--- src/hdl/i2c_pkg.sv ---
// ----------------------------------------------------------------------------
// i2c_pkg: shared definitions for the im2col address generator
// Field widths, configuration register indexes, command codes and the
// operand bundle of the shared multiplier.
// ----------------------------------------------------------------------------
package i2c_pkg;

	localparam int MAX_KERNEL    = 7;
	localparam int MAX_IMAGE_DIM = 1024;
	localparam int MAX_CHANNELS  = 1024;

	localparam int DIM_W      = 11;
	localparam int POS_W      = 10;
	localparam int KSZ_W      = 6;
	localparam int NIB_W      = 4;
	localparam int BYTE_W     = 8;
	localparam int KIDX_W     = 3;
	localparam int COORD_W    = 16;
	localparam int SRC_OFF_W  = 30;
	localparam int DST_OFF_W  = 16;
	localparam int CFG_IDX_W  = 3;
	localparam int CFG_DATA_W = 11;
	localparam int MUL_A_W    = 30;
	localparam int MUL_B_W    = 21;
	localparam int PROD_W     = 30;

	localparam logic [CFG_IDX_W-1:0] REG_SRC_HEIGHT = 3'd0;
	localparam logic [CFG_IDX_W-1:0] REG_SRC_WIDTH  = 3'd1;
	localparam logic [CFG_IDX_W-1:0] REG_CHANNELS   = 3'd2;
	localparam logic [CFG_IDX_W-1:0] REG_KERNEL     = 3'd3;
	localparam logic [CFG_IDX_W-1:0] REG_STRIDE     = 3'd4;
	localparam logic [CFG_IDX_W-1:0] REG_DILATION   = 3'd5;
	localparam logic [CFG_IDX_W-1:0] REG_PAD        = 3'd6;
	localparam logic [CFG_IDX_W-1:0] REG_ZERO_POINT = 3'd7;

	localparam logic ACT_COPY = 1'b0;
	localparam logic ACT_FILL = 1'b1;

	typedef struct packed {
		logic [MUL_A_W-1:0] a;
		logic [MUL_B_W-1:0] b;
	} mul_req_t;

endpackage

--- src/hdl/i2c_if.sv ---
// ----------------------------------------------------------------------------
// i2c_if: request channels of the im2col address generator
// The position channel carries output positions in, the command channel
// carries one copy or fill command per kernel tap out.
// ----------------------------------------------------------------------------
interface i2c_pos_if;
	import i2c_pkg::*;

	logic              valid;
	logic              ready;
	logic [POS_W-1:0]  out_row;
	logic [POS_W-1:0]  out_col;

	modport source (output valid, output out_row, output out_col, input ready);
	modport sink   (input valid, input out_row, input out_col, output ready);
endinterface

interface i2c_cmd_if;
	import i2c_pkg::*;

	logic                 valid;
	logic                 ready;
	logic                 action;
	logic [SRC_OFF_W-1:0] src_offset;
	logic [DST_OFF_W-1:0] dst_offset;
	logic [BYTE_W-1:0]    fill_byte;
	logic                 last_tap;

	modport source (output valid, output action, output src_offset, output dst_offset,
		output fill_byte, output last_tap, input ready);
	modport sink   (input valid, input action, input src_offset, input dst_offset,
		input fill_byte, input last_tap, output ready);
endinterface

--- src/hdl/i2c_mul.sv ---
// ----------------------------------------------------------------------------
// i2c_mul: shared multiplier
// Multiplies a 30-bit operand by a 21-bit operand and registers the low
// 30 bits of the product; the result is registered and ready in the cycle after the operands.
// ----------------------------------------------------------------------------
module i2c_mul (
	input  logic                          clk,
	input  i2c_pkg::mul_req_t             req,
	output logic [i2c_pkg::PROD_W-1:0]    prod
);
	import i2c_pkg::*;

	logic [MUL_A_W+MUL_B_W-1:0] full;
	logic [PROD_W-1:0]          prod_q;

	// Only the low bits are kept, so signed operands given in two's
	// complement still give the right product modulo the offset range.
	assign full = req.a * req.b;

	always_ff @(posedge clk) begin
		prod_q <= full[PROD_W-1:0];
	end

	assign prod = prod_q;

endmodule

--- src/hdl/im2col_address_generator.sv ---
// Throughput: one command per cycle while the command sink is ready, and
// kernel_h * kernel_w commands per position. A position runs through the
// eight-step setup on the one shared multiplier and then its taps; the next
// position is accepted only once the last tap of the current one is issued.
// Reset: the configuration registers return to their reset values and the
// sequencer goes idle; no memory is present and no clearing pass is run.
// ----------------------------------------------------------------------------
// im2col_address_generator: NHWC im2col copy/fill command generator
// Expands one output position of a convolution into one command per kernel
// tap, either copying a source channel vector or filling with the zero point.
// ----------------------------------------------------------------------------
module im2col_address_generator (
	input  logic                             clk,
	input  logic                             arst_n,
	input  logic                             cfg_we,
	input  logic [i2c_pkg::CFG_IDX_W-1:0]    cfg_index,
	input  logic [i2c_pkg::CFG_DATA_W-1:0]   cfg_data,
	i2c_pos_if.sink                          pos,
	i2c_cmd_if.source                        cmd
);
	import i2c_pkg::*;

	// Sequencer codes. The eight setup steps share one multiplier: M0 to M6
	// each issue a product, and M1 to M7 each pick up the one from the step before.
	localparam logic [3:0] ST_IDLE = 4'd0;
	localparam logic [3:0] ST_M0   = 4'd1;
	localparam logic [3:0] ST_M1   = 4'd2;
	localparam logic [3:0] ST_M2   = 4'd3;
	localparam logic [3:0] ST_M3   = 4'd4;
	localparam logic [3:0] ST_M4   = 4'd5;
	localparam logic [3:0] ST_M5   = 4'd6;
	localparam logic [3:0] ST_M6   = 4'd7;
	localparam logic [3:0] ST_M7   = 4'd8;
	localparam logic [3:0] ST_TAP  = 4'd9;

	// Configuration registers.
	logic [DIM_W-1:0]  src_height_q;
	logic [DIM_W-1:0]  src_width_q;
	logic [DIM_W-1:0]  channels_q;
	logic [KSZ_W-1:0]  kernel_q;
	logic [BYTE_W-1:0] stride_q;
	logic [BYTE_W-1:0] dilation_q;
	logic [BYTE_W-1:0] pad_q;
	logic [BYTE_W-1:0] zero_point_q;

	always_ff @(posedge clk or negedge arst_n) begin
		if (!arst_n) begin
			src_height_q <= DIM_W'(1);
			src_width_q  <= DIM_W'(1);
			channels_q   <= DIM_W'(1);
			kernel_q     <= KSZ_W'(9);
			stride_q     <= BYTE_W'(17);
			dilation_q   <= BYTE_W'(17);
			pad_q        <= '0;
			zero_point_q <= '0;
		end else if (cfg_we) begin
			unique case (cfg_index)
				REG_SRC_HEIGHT: src_height_q <= cfg_data;
				REG_SRC_WIDTH:  src_width_q  <= cfg_data;
				REG_CHANNELS:   channels_q   <= cfg_data;
				REG_KERNEL:     kernel_q     <= cfg_data[KSZ_W-1:0];
				REG_STRIDE:     stride_q     <= cfg_data[BYTE_W-1:0];
				REG_DILATION:   dilation_q   <= cfg_data[BYTE_W-1:0];
				REG_PAD:        pad_q        <= cfg_data[BYTE_W-1:0];
				REG_ZERO_POINT: zero_point_q <= cfg_data[BYTE_W-1:0];
				default: ;
			endcase
		end
	end

	// Effective geometry. A kernel dimension of zero counts as one, and the
	// image and channel counts saturate at their maxima.
	logic [KIDX_W-1:0] kh_raw, kw_raw, kh, kw;
	logic [DIM_W-1:0]  h, w, c;
	logic [NIB_W-1:0]  str_y, str_x, dil_y, dil_x, pad_y, pad_x;

	assign kh_raw = kernel_q[KSZ_W-1:KIDX_W];
	assign kw_raw = kernel_q[KIDX_W-1:0];
	assign kh = (kh_raw == '0) ? KIDX_W'(1) :
		((int'(kh_raw) > MAX_KERNEL) ? KIDX_W'(MAX_KERNEL) : kh_raw);
	assign kw = (kw_raw == '0) ? KIDX_W'(1) :
		((int'(kw_raw) > MAX_KERNEL) ? KIDX_W'(MAX_KERNEL) : kw_raw);
	assign h = (int'(src_height_q) > MAX_IMAGE_DIM) ? DIM_W'(MAX_IMAGE_DIM) : src_height_q;
	assign w = (int'(src_width_q) > MAX_IMAGE_DIM) ? DIM_W'(MAX_IMAGE_DIM) : src_width_q;
	assign c = (int'(channels_q) > MAX_CHANNELS) ? DIM_W'(MAX_CHANNELS) : channels_q;

	assign str_y = stride_q[BYTE_W-1:NIB_W];
	assign str_x = stride_q[NIB_W-1:0];
	assign dil_y = dilation_q[BYTE_W-1:NIB_W];
	assign dil_x = dilation_q[NIB_W-1:0];
	assign pad_y = pad_q[BYTE_W-1:NIB_W];
	assign pad_x = pad_q[NIB_W-1:0];

	// Sequencer and working registers. Coordinates are kept in two's
	// complement so that taps above or left of the image come out negative.
	logic [3:0]           state_q;
	logic [POS_W-1:0]     row_q, col_q;
	logic [COORD_W-1:0]   sy0_q, sx0_q, sy_q, sx_q;
	logic [MUL_B_W-1:0]   wc_q;
	logic [SRC_OFF_W-1:0] dxc_q, dyc_q, acc_q;
	logic [SRC_OFF_W-1:0] off_row_q, off_q;
	logic [DST_OFF_W-1:0] dst_q;
	logic [KIDX_W-1:0]    ky_q, kx_q;

	// Output register.
	logic                 cmd_valid_q;
	logic                 action_q;
	logic [SRC_OFF_W-1:0] src_offset_q;
	logic [DST_OFF_W-1:0] dst_offset_q;
	logic [BYTE_W-1:0]    fill_byte_q;
	logic                 last_tap_q;

	mul_req_t          mul_req;
	logic [PROD_W-1:0] prod;

	i2c_mul u_mul (
		.clk  (clk),
		.req  (mul_req),
		.prod (prod)
	);

	// Operands for setup steps M0 to M6: the start coordinates, the row pitch
	// w*c, the column and row steps of the source offset, and the two terms
	// of the offset of the first tap.
	always_comb begin
		mul_req = '0;
		unique case (state_q)
			ST_M0: begin
				mul_req.a = MUL_A_W'(row_q);
				mul_req.b = MUL_B_W'(str_y);
			end
			ST_M1: begin
				mul_req.a = MUL_A_W'(col_q);
				mul_req.b = MUL_B_W'(str_x);
			end
			ST_M2: begin
				mul_req.a = MUL_A_W'(w);
				mul_req.b = MUL_B_W'(c);
			end
			ST_M3: begin
				mul_req.a = MUL_A_W'(dil_x);
				mul_req.b = MUL_B_W'(c);
			end
			ST_M4: begin
				mul_req.a = MUL_A_W'(dil_y);
				mul_req.b = wc_q;
			end
			ST_M5: begin
				mul_req.a = {{(MUL_A_W-COORD_W){sy0_q[COORD_W-1]}}, sy0_q};
				mul_req.b = wc_q;
			end
			ST_M6: begin
				mul_req.a = {{(MUL_A_W-COORD_W){sx0_q[COORD_W-1]}}, sx0_q};
				mul_req.b = MUL_B_W'(c);
			end
			default: mul_req = '0;
		endcase
	end

	// In the tap state, a tap is issued whenever the output register is free or being emptied.
	logic tap_fire, row_end, last_now, in_image;

	assign tap_fire = (state_q == ST_TAP) && (!cmd_valid_q || cmd.ready);
	assign row_end  = (kx_q == kw - KIDX_W'(1));
	assign last_now = row_end && (ky_q == kh - KIDX_W'(1));
	// Both coordinates are non-negative when their sign bits are clear, and
	// then an unsigned compare against the image size finishes the test.
	assign in_image = !sy_q[COORD_W-1] && !sx_q[COORD_W-1] &&
		(sy_q < COORD_W'(h)) && (sx_q < COORD_W'(w));

	always_ff @(posedge clk or negedge arst_n) begin
		if (!arst_n) begin
			state_q <= ST_IDLE;
			ky_q    <= '0;
			kx_q    <= '0;
		end else begin
			unique case (state_q)
				ST_IDLE: if (pos.valid) state_q <= ST_M0;
				ST_M0:   state_q <= ST_M1;
				ST_M1:   state_q <= ST_M2;
				ST_M2:   state_q <= ST_M3;
				ST_M3:   state_q <= ST_M4;
				ST_M4:   state_q <= ST_M5;
				ST_M5:   state_q <= ST_M6;
				ST_M6:   state_q <= ST_M7;
				ST_M7: begin
					state_q <= ST_TAP;
					ky_q    <= '0;
					kx_q    <= '0;
				end
				ST_TAP: if (tap_fire) begin
					if (row_end) begin
						kx_q <= '0;
						ky_q <= ky_q + KIDX_W'(1);
						if (last_now) state_q <= ST_IDLE;
					end else begin
						kx_q <= kx_q + KIDX_W'(1);
					end
				end
				default: state_q <= ST_IDLE;
			endcase
		end
	end

	// Datapath registers of the sequencer; they carry no reset.
	always_ff @(posedge clk) begin
		unique case (state_q)
			ST_IDLE: begin
				row_q <= pos.out_row;
				col_q <= pos.out_col;
			end
			ST_M1: sy0_q <= prod[COORD_W-1:0] - COORD_W'(pad_y);
			ST_M2: sx0_q <= prod[COORD_W-1:0] - COORD_W'(pad_x);
			ST_M3: wc_q  <= prod[MUL_B_W-1:0];
			ST_M4: dxc_q <= prod;
			ST_M5: dyc_q <= prod;
			ST_M6: acc_q <= prod;
			ST_M7: begin
				off_row_q <= acc_q + prod;
				off_q     <= acc_q + prod;
				sy_q      <= sy0_q;
				sx_q      <= sx0_q;
				dst_q     <= '0;
			end
			ST_TAP: if (tap_fire) begin
				dst_q <= dst_q + DST_OFF_W'(c);
				if (row_end) begin
					sy_q      <= sy_q + COORD_W'(dil_y);
					sx_q      <= sx0_q;
					off_row_q <= off_row_q + dyc_q;
					off_q     <= off_row_q + dyc_q;
				end else begin
					sx_q  <= sx_q + COORD_W'(dil_x);
					off_q <= off_q + dxc_q;
				end
			end
			default: ;
		endcase
	end

	// Output register: holds a command until the sink takes it, while the
	// next tap is already worked out behind it.
	always_ff @(posedge clk or negedge arst_n) begin
		if (!arst_n) begin
			cmd_valid_q <= 1'b0;
		end else if (tap_fire) begin
			cmd_valid_q <= 1'b1;
		end else if (cmd.ready) begin
			cmd_valid_q <= 1'b0;
		end
	end

	always_ff @(posedge clk) begin
		if (tap_fire) begin
			action_q     <= in_image ? ACT_COPY : ACT_FILL;
			src_offset_q <= in_image ? off_q : '0;
			fill_byte_q  <= in_image ? '0 : zero_point_q;
			dst_offset_q <= dst_q;
			last_tap_q   <= last_now;
		end
	end

	assign pos.ready      = (state_q == ST_IDLE);
	assign cmd.valid      = cmd_valid_q;
	assign cmd.action     = action_q;
	assign cmd.src_offset = src_offset_q;
	assign cmd.dst_offset = dst_offset_q;
	assign cmd.fill_byte  = fill_byte_q;
	assign cmd.last_tap   = last_tap_q;

`ifndef SYNTHESIS
	// A fill command never carries a source offset.
	a_fill_no_src: assert property (@(posedge clk) disable iff (!arst_n)
		(cmd.valid && cmd.action == ACT_FILL) |-> (cmd.src_offset == '0))
		else $error("fill command with a non-zero source offset");

	// An accepted position moves the block into the first setup step and drops the position ready.
	a_busy_after_accept: assert property (@(posedge clk) disable iff (!arst_n)
		(pos.valid && pos.ready) |=> (!pos.ready && state_q == ST_M0))
		else $error("position channel ready during setup");

	// The tap counters stay inside the kernel while taps are issued.
	a_tap_in_kernel: assert property (@(posedge clk) disable iff (!arst_n)
		(state_q == ST_TAP) |-> (kx_q < kw && ky_q < kh))
		else $error("tap counter outside the kernel");

	// The final tap of a position sends the sequencer back to idle.
	a_last_to_idle: assert property (@(posedge clk) disable iff (!arst_n)
		(tap_fire && last_now) |=> (state_q == ST_IDLE && cmd.valid && cmd.last_tap))
		else $error("final tap did not close the position");
`endif

endmodule
--- src/flat_wrapper.sv ---
// flat-port wrapper written by rule: the top's interface ports become plain ports
module im2col_address_generator_flat import i2c_pkg::*;
  (clk, arst_n, cfg_we, cfg_index, cfg_data, pos_valid, pos_out_row, pos_out_col, pos_ready, cmd_valid, cmd_action, cmd_src_offset, cmd_dst_offset, cmd_fill_byte, cmd_last_tap, cmd_ready);
  i2c_pos_if pos_i ();
  i2c_cmd_if cmd_i ();
  input  logic clk;
  input  logic arst_n;
  input  logic cfg_we;
  input  logic [i2c_pkg::CFG_IDX_W-1:0] cfg_index;
  input  logic [i2c_pkg::CFG_DATA_W-1:0] cfg_data;
  input wire logic [$bits(pos_i.valid)-1:0] pos_valid;
  input wire logic [$bits(pos_i.out_row)-1:0] pos_out_row;
  input wire logic [$bits(pos_i.out_col)-1:0] pos_out_col;
  output wire logic [$bits(pos_i.ready)-1:0] pos_ready;
  output wire logic [$bits(cmd_i.valid)-1:0] cmd_valid;
  output wire logic [$bits(cmd_i.action)-1:0] cmd_action;
  output wire logic [$bits(cmd_i.src_offset)-1:0] cmd_src_offset;
  output wire logic [$bits(cmd_i.dst_offset)-1:0] cmd_dst_offset;
  output wire logic [$bits(cmd_i.fill_byte)-1:0] cmd_fill_byte;
  output wire logic [$bits(cmd_i.last_tap)-1:0] cmd_last_tap;
  input wire logic [$bits(cmd_i.ready)-1:0] cmd_ready;
  assign pos_i.valid = pos_valid;
  assign pos_i.out_row = pos_out_row;
  assign pos_i.out_col = pos_out_col;
  assign pos_ready = pos_i.ready;
  assign cmd_valid = cmd_i.valid;
  assign cmd_action = cmd_i.action;
  assign cmd_src_offset = cmd_i.src_offset;
  assign cmd_dst_offset = cmd_i.dst_offset;
  assign cmd_fill_byte = cmd_i.fill_byte;
  assign cmd_last_tap = cmd_i.last_tap;
  assign cmd_i.ready = cmd_ready;
  im2col_address_generator u_core (.clk(clk), .arst_n(arst_n), .cfg_we(cfg_we), .cfg_index(cfg_index), .cfg_data(cfg_data), .pos(pos_i), .cmd(cmd_i));
endmodule
--- config.mk ---
export PLATFORM = sky130hd
export DESIGN_NAME = im2col_address_generator_flat
export DESIGN_NICKNAME = d
export VERILOG_FILES = /design/src/hdl/i2c_pkg.sv /design/src/hdl/i2c_if.sv /design/src/hdl/i2c_mul.sv /design/src/hdl/im2col_address_generator.sv /design/src/flat_wrapper.sv
export SDC_FILE = /design/constraint.sdc
export NUM_CORES = 2
export LEC_CHECK = 0
export ABC_AREA = 1
export ABC_CLOCK_PERIOD_IN_PS = 19200
export CORE_ASPECT_RATIO = 0.5
export CORE_MARGIN = 1
export CORE_UTILIZATION = 40
export DETAILED_ROUTE_END_ITERATION = 6
export DONT_BUFFER_PORTS = 1
export HOLD_SLACK_MARGIN = 0.03
export PLACE_DENSITY = 0.56
export SYNTH_ARGS = -nofsm -noshare
export SYNTH_HDL_FRONTEND = slang
export SYNTH_SLANG_ARGS = --single-unit
--- constraint.sdc ---
create_clock -name clk -period 19.2 [get_ports clk]
set_input_delay 0.96 -clock clk [delete_from_list [all_inputs] [get_ports clk]]
set_output_delay 0.96 -clock clk [all_outputs]
set_load 0.01 [all_outputs]
# After elaboration in Yosys (flattened, before gate mapping)
# Index checks and enable logic that the tools add are counted.
word_totals:
  elab_cells: 131
  reg_bits: 439
classes:
  reduce_logical: 26
  addsub: 12
  n_eq_ne: 22
  multipliers: 1
  magnitude_cmp: 5
  n_mux: 34
ops:
  columns: ["operator", "count"]
  rows:
  - ["$pmux 51 s7", 1]
  - ["$mux 30", 4]
  - ["$pmux 30 s2", 2]
  - ["$pmux 16 s2", 3]
  - ["$add 30x30->30", 3]
  - ["$mux 16", 5]
  - ["$pmux 4 s10", 1]
  - ["$gt 11x11->1 const B", 3]
  - ["$mux 11", 3]
  - ["$add 16x4->16", 2]
  - ["$lt 16x11->1", 2]
  - ["$sub 16x4->16", 2]
  - ["$mul 30x21->30", 1]
  - ["$mux 3", 6]
  - ["$reduce_and 2->1", 9]
  - ["$add 16x11->16", 1]
  - ["$eq 4x3->1 const B", 4]
  - ["$mux 4", 4]
  - ["$eq 3x3->1 const B", 4]
  - ["$pmux 3 s2", 2]
  - ["$logic_not 3->1", 3]
  - ["$eq 4x2->1 const B", 2]
  - ["$eq 4x4->1 const B", 2]
  - ["$add 3x1->3 const B", 2]
  - ["other kinds (15)", 29]

# Logic depth before layout (Yosys ltp)
logic_depth:
  depth_word: 9
  mapped_depth: 42
  depth_no_buf: 40

# Hierarchy
# From an unflattened synthesis, not the netlist that was laid out.
hier_totals:
  hier_cells: 4463
  area_unflattened_um2: 37191.9
modules_own_cells:
  columns: ["mod", "instances", "area_each_um2", "cells_each"]
  rows:
  - ["im2col_address_generator", 1, 23226.0, 2593]
  - ["i2c_mul", 1, 13965.9, 1870]

# Least setup slack after synthesis
# No wires, ideal clock.
synth_timing:
  path_kind: "register -> register"
  start: "register u_core.state_q[0]"
  end: "register u_core.u_mul.prod_q[29], in the netlist u_core.u_mul.prod[29]"
  path_buffers: 0
  setup_time_ps: 112
  t_required_ps: 19088
  stages_incl_launch_ff: 32
  slack_ps: 11386
  t_arrival_ps: 7701
  cell_sequence: "dfrtp_1 > nor2_1 > inv_1 > nor2_1 > nor3_4 > inv_2 > nand2_1 > o21ai_1 > inv_1 > nor2_1 > inv_1 > fa_1 > inv_1 > fa_1 > inv_1 > fa_1 > fa_1 > inv_1 > fa_1 > inv_1 > fa_1 > inv_1 > fa_1 > ha_1 > inv_1 > nor3_1 > nand4_1 > or2_2 > nand3_1 > inv_1 > nand3_1 > nand2_1"
synth_via:
  elab_chain_cells: 3
  word_cells_on_any_way: 9
  cone_classes: "1 x mul; 7 x eq/ne; 1 x mux"
synth_rtl:
  columns: ["element", "line", "text"]
  rows:
  - ["from (decl)", "im2col_address_generator.sv:96", "logic [3:0] state_q;"]
  - ["from (signal assigned)", "im2col_address_generator.sv:173", "state_q <= ST_IDLE;"]
  - ["from (signal assigned)", "im2col_address_generator.sv:178", "ST_IDLE: if (pos.valid) state_q <= ST_M0;"]
  - ["from (signal assigned)", "im2col_address_generator.sv:179", "ST_M0: state_q <= ST_M1;"]
  - ["$eq 4x3->1 (tied with other cells)", "im2col_address_generator.sv:127", "unique case (state_q)"]
  - ["$pmux 51 s7 *", "im2col_address_generator.sv:127", null]
  - ["$mul 30x21->30 *", "i2c_mul.sv:18", "assign full = req.a * req.b;"]
  - ["via u_core.u_mul.full[29]", "i2c_mul.sv:13", "logic [MUL_A_W+MUL_B_W-1:0] full;"]
  - ["to (signal assigned)", "i2c_mul.sv:21", "prod_q <= full[PROD_W-1:0];"]
  - ["to (decl)", "i2c_mul.sv:14", "logic [PROD_W-1:0] prod_q;"]
# The timed path passes the listed nets; every way through them passes the cells marked *.
# A chain may end at the register's enable or synchronous reset.

# Final worst setup path
layout_timing:
  start: "register u_core.state_q[3]"
  end: "register u_core.u_mul.prod_q[29], in the netlist u_core.u_mul.prod[29]"
# The elaborated chain is that of the path after synthesis.

==> results.yml <==
clock_network:
  cts_hold_buf: 1
  cts_buffer_depth: 3
  cts_buffers: 47
  cts_num_sinks: 439
  clk_pin_slew_ns: 0.06
  insertion_delay_ns: 0.61
  cts_resized: 0
  cts_tree: "yes"
  post-cts-setup-buffers: 0
  cts-htree-levels: 2
  cts-root-buf: "clkbuf_16"
sta:
  finalHoldViolations: 0
  timing.setup.tns_ns: 0
  slew_viol_final: 0
  finalClockSkew_ns: 0.02663
  max_freq_mhz: 111.7
  fin_crit_sh_pct: 46.64
  slew_headroom_pct: 31.11
  tightest_slew_ns: 1.030
  setup-violations-final: 0
  min_period_ns: 8.955
  rsz0062_at_grt: "false"
worst_hold_path:
  hold_class: "in2async"
synthesis:
  yosysSeqAreaShare_pct: 35.91
  synthTopCellsByArea: "edfxtp_1 28%, fa_1 17%, nand2_1 9.8%"
  syn_area_um2: 34770
  synth_edf_count: 327
  yosysWarnings: 0
  synth_ff_type: "edfxtp_1"
  yosysTopAreaCell: "edfxtp_1"
  async_flop_share_pct: 18.68
  synth_seq_cells: 439
  synth_top_cell_area_share_pct: 28.24
  synth_cell_type_count: 60
  syn_area_per_cell_um2: 8.735
  syn_nets: 4536
  postSynthCellCount: 3980
route:
  antenna_left: 0
  drt-initial-drc-count: 2448
  dr.pass1.iters: 6
  drc: 0
  dr_total_vias: 27334
  wirelength_um: 109400
  wl_per_cell_um: 21.06
  vias_per_cell: 5.262
setup_path:
  critPathMaxStageDelay_ns: 0.61
  cp_common_cell: "inv_1"
  r2r_cells: 33
  cp_data_arrival_time_ns: 9.42
  crit_slowest_cell: "fa_1"
  crit_path_end_kind: "register"
  start_kind: "register"
  required_ns: 19.67
  critPathMaxFanout: 15
  reg2reg_to: "u_core.u_mul.prod[29]"
  r2r_slack_ns: 10.25
  r2r_start: "u_core.state_q[3]"
  crit_type: "reg2reg"
pwr:
  p_int_uw: 3090
  leakagePower_uw: 0.01761
  fin_total_pwr_uw: 6135
  pwr-share-seq_pct: 25.3
  powerDensity_nw_per_um2: 162.4
  switching_share_pct: 49.63
  pwr-share-clk_pct: 15.6
  vdd_drop_max_v: 0.00007667
  netSwitchingPower_uw: 3045
  pwr-share-comb_pct: 59.1
run:
  maxCapViolCount: 0
placed_design:
  dp_hpwl_um: 86830
  gp_congestion: 0.9598
  io_buffers: 0
global_route:
  grt_pass1_wl_um: 167000
  top_usage_layer: "met2"
  grt_max_degree: 74
  met1_usage_pct: 34.15
  met3_usage_pct: 3.086
  grt_pass1_vias: 27966
  grtUsageTotal_pct: 25.28
  overflow: 0
  use_met2_pct: 42.10
  antenna_found_initial: 0
outcome:
  status: "complete, no violations"
floorplan:
  io-pin-count: 97
  start_util_pct: 40.40
  dieArea_um2: 88170
  die_h_um: 210.5
  die_w_um: 418.9
  core_um2: 86060
  fp-row-count: 76
finish:
  drive_above_1_share_pct: 4.472
  final_cell_mix: "910 x nand2_1, 698 x inv_1, 336 x nor2_1, 327 x edfxtp_1, 300 x fa_1"
  layout_commonest_cell: "nand2_1"
  syn2layout_area_growth_pct: 8.688
  num-nets-final: 4544
  antenna_cells: 0
-- worst max-delay path by stage --
stage                                  from                    end  slack (ns)
after floorplan           u_core.state_q[0]  u_core.u_mul.prod[29]       11.39
after global placement    u_core.state_q[3]  u_core.u_mul.prod[29]       10.38
after detailed placement  u_core.state_q[3]  u_core.u_mul.prod[29]       10.37
after CTS                 u_core.state_q[3]  u_core.u_mul.prod[29]       10.33
after global routing      u_core.state_q[1]  u_core.u_mul.prod[29]        9.66
final                     u_core.state_q[3]  u_core.u_mul.prod[29]       10.25
-- area by class of cell --
type / instances / area [µm²]
Fill cell: 8453 / 48270
Multi-Input combinational cell: 2749 / 19270
Sequential cell: 439 / 12480
Inverter: 714 / 2681
Timing Repair Buffer: 37 / 297.8
Tap cell: 1170 / 1464
Clock inverter: 25 / 322.8
Clock buffer: 61 / 1270
-- stage by stage --
stage	utilization, %	instance area [µm²]	instances	worst slack [ns]	hold WS, ns
5_1_grt	43.91	37790	5195	9.656	0.1660
2_1_floorplan	-	34770	3980	11.39	0.4334
4_1_cts	43.91	37790	5195	10.33	0.1604
6_report	43.91	37790	5195	10.25	0.1918
3_5_place_dp	42.03	36170	5108	10.37	0.4461
3_3_place_gp	42.03	36170	5108	10.38	0.4473
-- logic make-up (layout without fill, tap and decap cells) --
logic type,after synthesis,after routing,share of synthesized area (%)
AND/OR/NAND/NOR,1563,1563,18.51
adder cells (fa/ha/maj),517,517,25.08
AO/OA/AOI/OAI,569,569,9.231
buffers and inverters,792,837,8.749
XOR/XNOR,100,100,2.519
flip-flops,439,439,35.91
-- power by group through the flow --
stage	Clock (µW)	Sequential [µW]	Combinational (µW)
2_1_floorplan	0	1480	2480
3_3_place_gp	0	1570	3550
3_5_place_dp	0	1570	3590
4_1_cts	979	1550	3610
5_1_grt	1010	1570	4090
6_report	958	1550	3630
-- critical path: cells and delay by family, from the launching register on --
kind | cells | cell delay (ns)
fa+ha+maj | 8 | 4.01
buf+inv | 13 | 1.73
compound gates | 1 | 0.13
simple gates | 11 | 2.48
flops | 1 | 0.44
-- layer usage --
layer / wire, µm / up-vias
met5: 0 / -
met4: 3825 / 0
met3: 5943 / 175
met2: 50780 / 817
met1: 48870 / 13479
li1: - / 12863
-- flip-flops by register name, summed over array words and instances (netlist names), 21 cells and up --
name / flops
u_core.u_mul.prod: 30
u_core.acc_q: 30
u_core.off_row_q: 30
u_core.off_q: 30
u_core.cmd.src_offset: 30
u_core.dxc_q: 30
u_core.wc_q: 21
u_core.dyc_q: 30
-- Yosys cell counts (2+ instances only) --
library cell	n
dfrtp_1	73
edfxtp_1	327
fa_1	300
buf_1	7
inv_2	13
xor2_1	62
dfxtp_1	30
nand2_2	5
a221oi_1	9
a211oi_1	5
nor2_4	4
nand3_1	179
a32o_1	2
buf_4	5
o211ai_1	12
a22o_1	4
o21ai_0	227
o31ai_1	4
nand4_1	38
o21bai_1	13
o21ai_1	18
nor3_1	38
nand2_1	910
o21a_1	9
a31o_2	4
or2_2	17
o221ai_1	3
ha_1	217
o22ai_1	5
xnor2_1	38
a31oi_1	20
a21o_1	20
nor2_1	341
o211a_1	2
nand3b_1	11
and3_1	2
a21boi_0	9
dfstp_2	9
buf_2	33
nor4_1	10
o2111ai_1	4
clkbuf_1	32
inv_1	699
a21oi_1	192
nor2_2	3
Power figures use the tool's default switching activity.
